[src/sv/sta_pkg.sv]
// Package for the stick trim adjuster: word types, sizes, register indexes
// and reset values. Used by every module of the block; depends on nothing.
`timescale 1ns / 1ps

package sta_pkg;

    localparam int CHANNELS = 8;
    localparam int SLOTS    = 10;
    localparam int SLOT_W   = $clog2(SLOTS);
    localparam int TRIM_W   = 16;
    localparam int CFG_W    = 12;
    localparam int CFG_IDX_W = 2;

    localparam logic [11:0] FINE_THRESHOLD_RST   = 12'd150;
    localparam logic [11:0] COARSE_THRESHOLD_RST = 12'd600;
    localparam logic [7:0]  FINE_STEP_RST        = 8'd1;
    localparam logic [7:0]  COARSE_STEP_RST      = 8'd15;

    typedef enum logic [CFG_IDX_W-1:0] {
        REG_FINE_THRESHOLD   = 2'd0,
        REG_COARSE_THRESHOLD = 2'd1,
        REG_FINE_STEP        = 2'd2,
        REG_COARSE_STEP      = 2'd3
    } cfg_reg_t;

    typedef struct packed {
        logic [2:0]        channel;
        logic [14:0]       pulse;
        logic              trim_switch;
        logic              clear_switch;
        logic signed [3:0] excepted_channel;
        logic [3:0]        slot_select;
    } pulse_word_t;

    typedef struct packed {
        logic [2:0]               channel_out;
        logic [14:0]              pulse_out;
        logic signed [TRIM_W-1:0] trim_value;
        logic                     trim_active;
        logic                     resync;
    } result_word_t;

    // What the current frame does, decided on its channel 0 word.
    typedef struct packed {
        logic clear;
        logic latch;
        logic trim;
    } frame_act_t;

    typedef logic [CHANNELS-1:0][TRIM_W-1:0] trim_row_t;

endpackage

[src/sv/stick_trim_adjuster.sv]
// Top level of the stick trim adjuster: input register, trim logic, slot
// store and result register. Depends on sta_pkg.
`timescale 1ns / 1ps

// The block takes one channel pulse word per cycle while the result side is not
// stalled, and returns one result word for each; each word is held in the input
// register and then in the result register, with the single pass of trim
// logic between those two registers. A frame starts at channel 0, whose word
// samples the slot, trim and clear switches. The trim store keeps one row of
// all channel trims per slot in registers, with a valid bit per row, so it
// reads as zero after reset without any clearing pass. Configuration writes
// are always ready and must only be issued while the block is idle.
module stick_trim_adjuster
    import sta_pkg::*;
(
    input  logic                 clk,
    input  logic                 rst_n,
    input  logic                 pulse_valid,
    output logic                 pulse_stall,
    input  pulse_word_t          pulse_word,
    output logic                 result_valid,
    input  logic                 result_stall,
    output result_word_t         result_word,
    input  logic                 cfg_valid,
    output logic                 cfg_ready,
    input  logic [CFG_IDX_W-1:0] cfg_index,
    input  logic [CFG_W-1:0]     cfg_data
);

    // Configuration registers.
    logic [11:0] fine_threshold_reg;
    logic [11:0] coarse_threshold_reg;
    logic [7:0]  fine_step_reg;
    logic [7:0]  coarse_step_reg;

    // Pipeline registers.
    logic         s1_valid_reg;
    pulse_word_t  s1_word_reg;
    logic         out_valid_reg;
    result_word_t out_word_reg;

    // Trim state.
    logic              trimming_reg, trimming_next;
    logic              armed_reg, armed_next;
    logic [SLOT_W-1:0] current_slot_reg, current_slot_next;
    frame_act_t        frame_action_reg, frame_action_next;
    trim_row_t         trims_reg, trims_next;
    logic [14:0]       centres_mem [CHANNELS];
    trim_row_t         store_mem [SLOTS];
    logic [SLOTS-1:0]  row_valid_reg;

    logic              out_free;
    logic              fire;
    logic              frame;
    logic [SLOT_W-1:0] slot_sat;
    logic              load;
    logic              save;
    trim_row_t         row_rd;
    trim_row_t         trims_ld;
    frame_act_t        act;
    logic              in_range;
    logic              apply;
    logic [14:0]       centre_eff;
    logic signed [16:0] dev;
    logic signed [16:0] fine_pos, fine_neg, coarse_pos, coarse_neg;
    logic [TRIM_W-1:0] t_new;
    logic [2:0]        ch;
    result_word_t      res;

    assign out_free    = !out_valid_reg || !result_stall;
    assign fire        = s1_valid_reg && out_free;
    assign pulse_stall = s1_valid_reg && !out_free;
    assign cfg_ready   = 1'b1;
    assign result_valid = out_valid_reg;
    assign result_word  = out_word_reg;

    assign ch    = s1_word_reg.channel;
    assign frame = (ch == 3'd0);

    always_comb
    begin
        if ({1'b0, s1_word_reg.slot_select} >= 5'(SLOTS))
            slot_sat = SLOT_W'(SLOTS - 1);
        else
            slot_sat = SLOT_W'(s1_word_reg.slot_select);
    end

    assign load   = frame && (slot_sat != current_slot_reg);
    assign row_rd = row_valid_reg[slot_sat] ? store_mem[slot_sat] : '0;

    // Frame decision, state updates and the loaded or cleared trim row for this word.
    always_comb
    begin
        trims_ld          = load ? row_rd : trims_reg;
        trimming_next     = trimming_reg;
        armed_next        = armed_reg;
        current_slot_next = frame ? slot_sat : current_slot_reg;
        frame_action_next = frame_action_reg;
        save              = 1'b0;

        if (frame) begin
            frame_action_next = '0;
            if (s1_word_reg.trim_switch) begin
                trimming_next = 1'b1;
                frame_action_next.latch = !trimming_reg;
                if (s1_word_reg.clear_switch && armed_reg) begin
                    frame_action_next.clear = 1'b1;
                end
                else begin
                    armed_next = 1'b1;
                    frame_action_next.trim = 1'b1;
                end
            end
            else if (trimming_reg) begin
                trimming_next = 1'b0;
                armed_next    = 1'b0;
                save          = 1'b1;
            end
        end

        act = frame_action_next;
        if (frame && act.clear)
            trims_ld = '0;
    end

    assign in_range   = ({2'b00, ch} < 5'(CHANNELS));
    assign centre_eff = act.latch ? s1_word_reg.pulse : centres_mem[ch];
    assign apply      = act.trim && in_range
                        && (s1_word_reg.excepted_channel != $signed({1'b0, ch}));

    assign dev        = $signed({2'b00, s1_word_reg.pulse}) - $signed({2'b00, centre_eff});
    assign fine_pos   = $signed({5'b0, fine_threshold_reg});
    assign coarse_pos = $signed({5'b0, coarse_threshold_reg});
    assign fine_neg   = -fine_pos;
    assign coarse_neg = -coarse_pos;

    // Trims wrap at 16 bits; the fine and coarse steps add up past the coarse threshold.
    always_comb
    begin
        t_new = trims_ld[ch];
        if (dev > fine_pos)
            t_new = t_new + TRIM_W'(fine_step_reg);
        if (dev > coarse_pos)
            t_new = t_new + TRIM_W'(coarse_step_reg);
        if (dev < fine_neg)
            t_new = t_new - TRIM_W'(fine_step_reg);
        if (dev < coarse_neg)
            t_new = t_new - TRIM_W'(coarse_step_reg);
    end

    always_comb
    begin
        trims_next = trims_ld;
        if (apply)
            trims_next[ch] = t_new;

        res.channel_out = ch;
        res.pulse_out   = apply ? centre_eff : s1_word_reg.pulse;
        res.trim_value  = in_range ? $signed(trims_next[ch]) : '0;
        res.trim_active = trimming_next;
        res.resync      = save;
    end

    always_ff @(posedge clk or negedge rst_n)
    begin
        if (!rst_n) begin
            fine_threshold_reg   <= FINE_THRESHOLD_RST;
            coarse_threshold_reg <= COARSE_THRESHOLD_RST;
            fine_step_reg        <= FINE_STEP_RST;
            coarse_step_reg      <= COARSE_STEP_RST;
        end
        else if (cfg_valid && cfg_ready) begin
            case (cfg_reg_t'(cfg_index))
                REG_FINE_THRESHOLD:   fine_threshold_reg   <= cfg_data;
                REG_COARSE_THRESHOLD: coarse_threshold_reg <= cfg_data;
                REG_FINE_STEP:        fine_step_reg        <= cfg_data[7:0];
                REG_COARSE_STEP:      coarse_step_reg      <= cfg_data[7:0];
                default:              ;
            endcase
        end
    end

    always_ff @(posedge clk or negedge rst_n)
    begin
        if (!rst_n) begin
            s1_valid_reg     <= 1'b0;
            out_valid_reg    <= 1'b0;
            trimming_reg     <= 1'b0;
            armed_reg        <= 1'b0;
            current_slot_reg <= '0;
            frame_action_reg <= '0;
            trims_reg        <= '0;
            row_valid_reg    <= '0;
        end
        else begin
            if (!pulse_stall)
                s1_valid_reg <= pulse_valid;
            if (out_free)
                out_valid_reg <= s1_valid_reg;
            if (fire) begin
                trimming_reg     <= trimming_next;
                armed_reg        <= armed_next;
                current_slot_reg <= current_slot_next;
                frame_action_reg <= frame_action_next;
                trims_reg        <= trims_next;
                if (save)
                    row_valid_reg[slot_sat] <= 1'b1;
            end
        end
    end

    // Payload and stores carry no reset.
    always_ff @(posedge clk)
    begin
        if (!pulse_stall && pulse_valid)
            s1_word_reg <= pulse_word;
        if (fire)
            out_word_reg <= res;
        if (fire && in_range && act.latch)
            centres_mem[ch] <= s1_word_reg.pulse;
        if (fire && save)
            store_mem[slot_sat] <= trims_ld;
    end

endmodule

[config.mk]
export PLATFORM = sky130hd
export DESIGN_NAME = stick_trim_adjuster
export DESIGN_NICKNAME = d
export VERILOG_FILES = /design/src/sv/sta_pkg.sv /design/src/sv/stick_trim_adjuster.sv
export SDC_FILE = /design/constraint.sdc
export NUM_CORES = 2
export LEC_CHECK = 0
export BUFFER_PORTS_ARGS = -buffer_cell sky130_fd_sc_hd__buf_2
export CAP_MARGIN = 25
export CORE_MARGIN = 2
export CORE_UTILIZATION = 45
export DETAILED_ROUTE_END_ITERATION = 10
export PLACE_DENSITY = 0.6
export SYNTH_ARGS = -nofsm -noshare
export SYNTH_HDL_FRONTEND = slang
export SYNTH_SLANG_ARGS = --single-unit
[constraint.sdc]
create_clock -name clk -period 16.5 [get_ports clk]
set_input_delay 2.475 -clock clk [delete_from_list [all_inputs] [get_ports clk]]
set_output_delay 2.475 -clock clk [all_outputs]
set_load 0.02 [all_outputs]
==> impl_metrics.csv <==
group,metric,value,unit
power,totalPowerFinal,13.19,mW
timing,max_slew_margin,16.59,%
status,run_status,"completed",
cells_and_area,drive_gt1_share,13.62,%
drt,via_per_inst,6.437,
synthesis,syn-instance-count,5503,
placement,dp_slack,4.665,ns
global_route,grt_pass1_vias,48880,
critical_path,ff2ff_path_depth,42,
critical_path,crit_top_cell,"a21oi_1",
floorplan,top_level_ports,86,
critical_path,cp.buffers_inverters,5,
power,p_leak,28.79,nW
synthesis,ys_ff_latch,1655,
power,vdd_drop_max,179.0,uV
cells_and_area,largest_register_ffs,1280,
synthesis,synth.distinct_cells,116,
run,cap_violations,0,
critical_path,endpoint_kind,"flop",
critical_path,worstSetupPathType,"flop to flop",
clocking,cts_tree,"built",
timing,worst_slew_pin_slew,1.251,ns
synthesis,syn_area_per_cell,13.34,um2
floorplan,initial_core_util,45.22,%
synthesis,ys_warn_count,0,
floorplan,core,162400,um2
synthesis,synthTopCellsByArea,"edfxtp_1, dfrtp_1, nand2_1",
clocking,holdBufCountCts,0,
synthesis,synth_largest_area_cell,"edfxtp_1",
critical_path,crit_path_max_fanout,33,
synthesis,syn_area,73430,um2
critical_path,worstSetupStartpointType,"flop",
cells_and_area,instances_no_fill,7927,
clocking,cts_buffers,174,
timing,layout_min_cycle_time,12.20,ns
floorplan,die_area,166400,um2
drt,vias,51030,
placement,dp_hpwl,147.9,mm
drt,ant_nets,0,
synthesis,ys_async_sr_fraction,11.36,%
synthesis,synth_flop_cell,"edfxtp_1",
floorplan,die_h,408.0,um
clocking,clockRootBuffer,"clkbuf_16",
synthesis,yosysMostFrequentCell,"edfxtp_1",
timing,hold_violations,0,
hold_path,holdPathStages,1,
critical_path,slowest_delay,0.80,ns
global_route,antenna_found_initial,13,
placement,portBuffers,84,
power,cellPowerDensity,160.2,nW/um2
cells_and_area,final_core_util,50.67,%
placement,gp_congestion,0.9614,
drt,routed_wl,246.5,mm
drt,drt_iter0_drc,6708,
hold_path,hp-class,"flop to flop",
clocking,clkTransAtPathRegs,0.06,ns
clocking,clock_sinks,1655,
clocking,clk_latency,0.85,ns
drt,drc_errors,0,
drt,route.detailed.wl_per_inst,31.10,um
placement,placed_cells,7590,
floorplan,rows,148,
synthesis,synth_commonest_cells,"edfxtp_1, nand2_1, a21oi_1, mux2i_1, o21ai_0",
synthesis,synth_edf_count,1464,
clocking,ctsResizeCount,0,
timing,setup_tns,0,ns
global_route,track_usage,28.96,%
timing,finClkSkew,0.05073,ns
cells_and_area,layout.nets,5764,
floorplan,fp.dieW,408.0,um
timing,setup_viol,0,
critical_path,cp.depth,42,
critical_path,slowest_stage,"nor3b_2",
critical_path,path_delay_family,"compound AO/OA/AOI/OAI gates",
clocking,htreeDepth,4,
global_route,grt_max_degree,130,
timing,fmax,81.98,MHz
global_route,grt_pass1_wl,351.2,mm
synthesis,synth_fp_nets,5663,
timing,post-route-period-util,73.93,%
clocking,postCtsSetupRepairBufs,0,
global_route,gr-total-overflow,0,
critical_path,cp.required,17.09,ns
drt,first_pass_iters,6,
cells_and_area,area_delta_synth_final,12.06,%
timing,slew_violations,0,
timing,setup_ws,4.302,ns
clocking,cts_buffer_depth,3,
synthesis,yosysSeqAreaShare,66.38,%
timing,rsz0062_at_grt,"no",
critical_path,cp.arrival,12.79,ns
synthesis,synth_top_area_share,59.87,%
[worst paths after layout]
path,start,endpoint,slack [ns]
min in group asynchronous,rst_n,coarse_threshold_reg[10],1.72
worst max register to register,s1_word_reg[1],result_word[15],4.30
worst max-delay path,s1_word_reg[1],result_word[15],4.30
worst min-delay path,row_valid_reg[6],row_valid_reg[6],0.47
max in group asynchronous,rst_n,trims_reg[70],13.30
worst min register to register,row_valid_reg[6],row_valid_reg[6],0.47
[cell type report]
| type | count | area (um2) |
|---|---|---|
| clock buffer | 224 | 4602 |
| antenna | 2 | 5.005 |
| clock inverter | 98 | 873.3 |
| tap | 2175 | 2721 |
| sequential | 1655 | 48740 |
| inverter | 101 | 381.6 |
| fill | 13910 | 80110 |
| multi-input combinational | 3394 | 22940 |
| timing repair buffer | 278 | 2017 |
[through the flow]
step                hold slack (ns)  instance area, um2
floorplan                    0.4276               73430
global placement             0.4484               76610
detailed placement           0.4533               76700
CTS                          0.4670               82170
global route                 0.4771               82290
finish                       0.4669               82290
[power by group]
group	internal [mW]	switching [mW]	leakage (nW)	total [mW]
combinational	1.21	2.84	10.3	4.05
sequential	5.15	0.182	15.8	5.33
clock	2.11	1.69	2.67	3.80
total	8.47	4.71	28.8	13.2
[placed cells by master (no fill, tap or decap), types with 48 or more instances in the layout]
master,Yosys,routed
o221ai_1,110,110
o21ai_0,248,248
a211oi_1,70,68
nand3_1,155,154
nand2_1,730,728
mux2_2,75,75
buf_4,30,180
buf_2,77,84
a22oi_1,79,79
mux4_2,48,48
mux2i_1,267,267
dfrtp_1,175,175
clkbuf_16,0,174
edfxtp_1,1464,1464
a21oi_1,305,303
inv_1,101,98
nor2_1,239,223
ha_1,108,108
o22ai_1,58,58
a31oi_1,73,73
[metal layers]
metal / GRT usage, % / wire (um)
met2: 44.18 / 110400
met4: 11.66 / 10820
met1: 39.85 / 98560
met5: 0.3161 / 85
met3: 6.997 / 26730
[worst register-to-register path, delay by kind of cell (launching register included)]
kind,cells,cell delay (ns)
AOI/OAI and AO/OA,18,3.94
xor gates and xnor gates,2,0.40
adders and majority gates,4,1.33
buffers and inverters,5,2.30
DFF,1,0.33
muxes,1,0.37
and+or+nand+nor,12,3.31
[logic make-up (layout without fill, tap and decap cells)]
family	after synthesis	in the layout	synth area share [%]
DFF	1655	1655	66.38
adders and majority gates	113	113	1.977
AOI/OAI and AO/OA	1370	1370	12.83
muxes	392	392	6.301
buffers and inverters	454	701	2.697
other	1	3	0.005107
xor gates and xnor gates	67	67	0.8588
and+or+nand+nor	1451	1451	8.956
No activity file was read; power rests on OpenSTA's default activity.
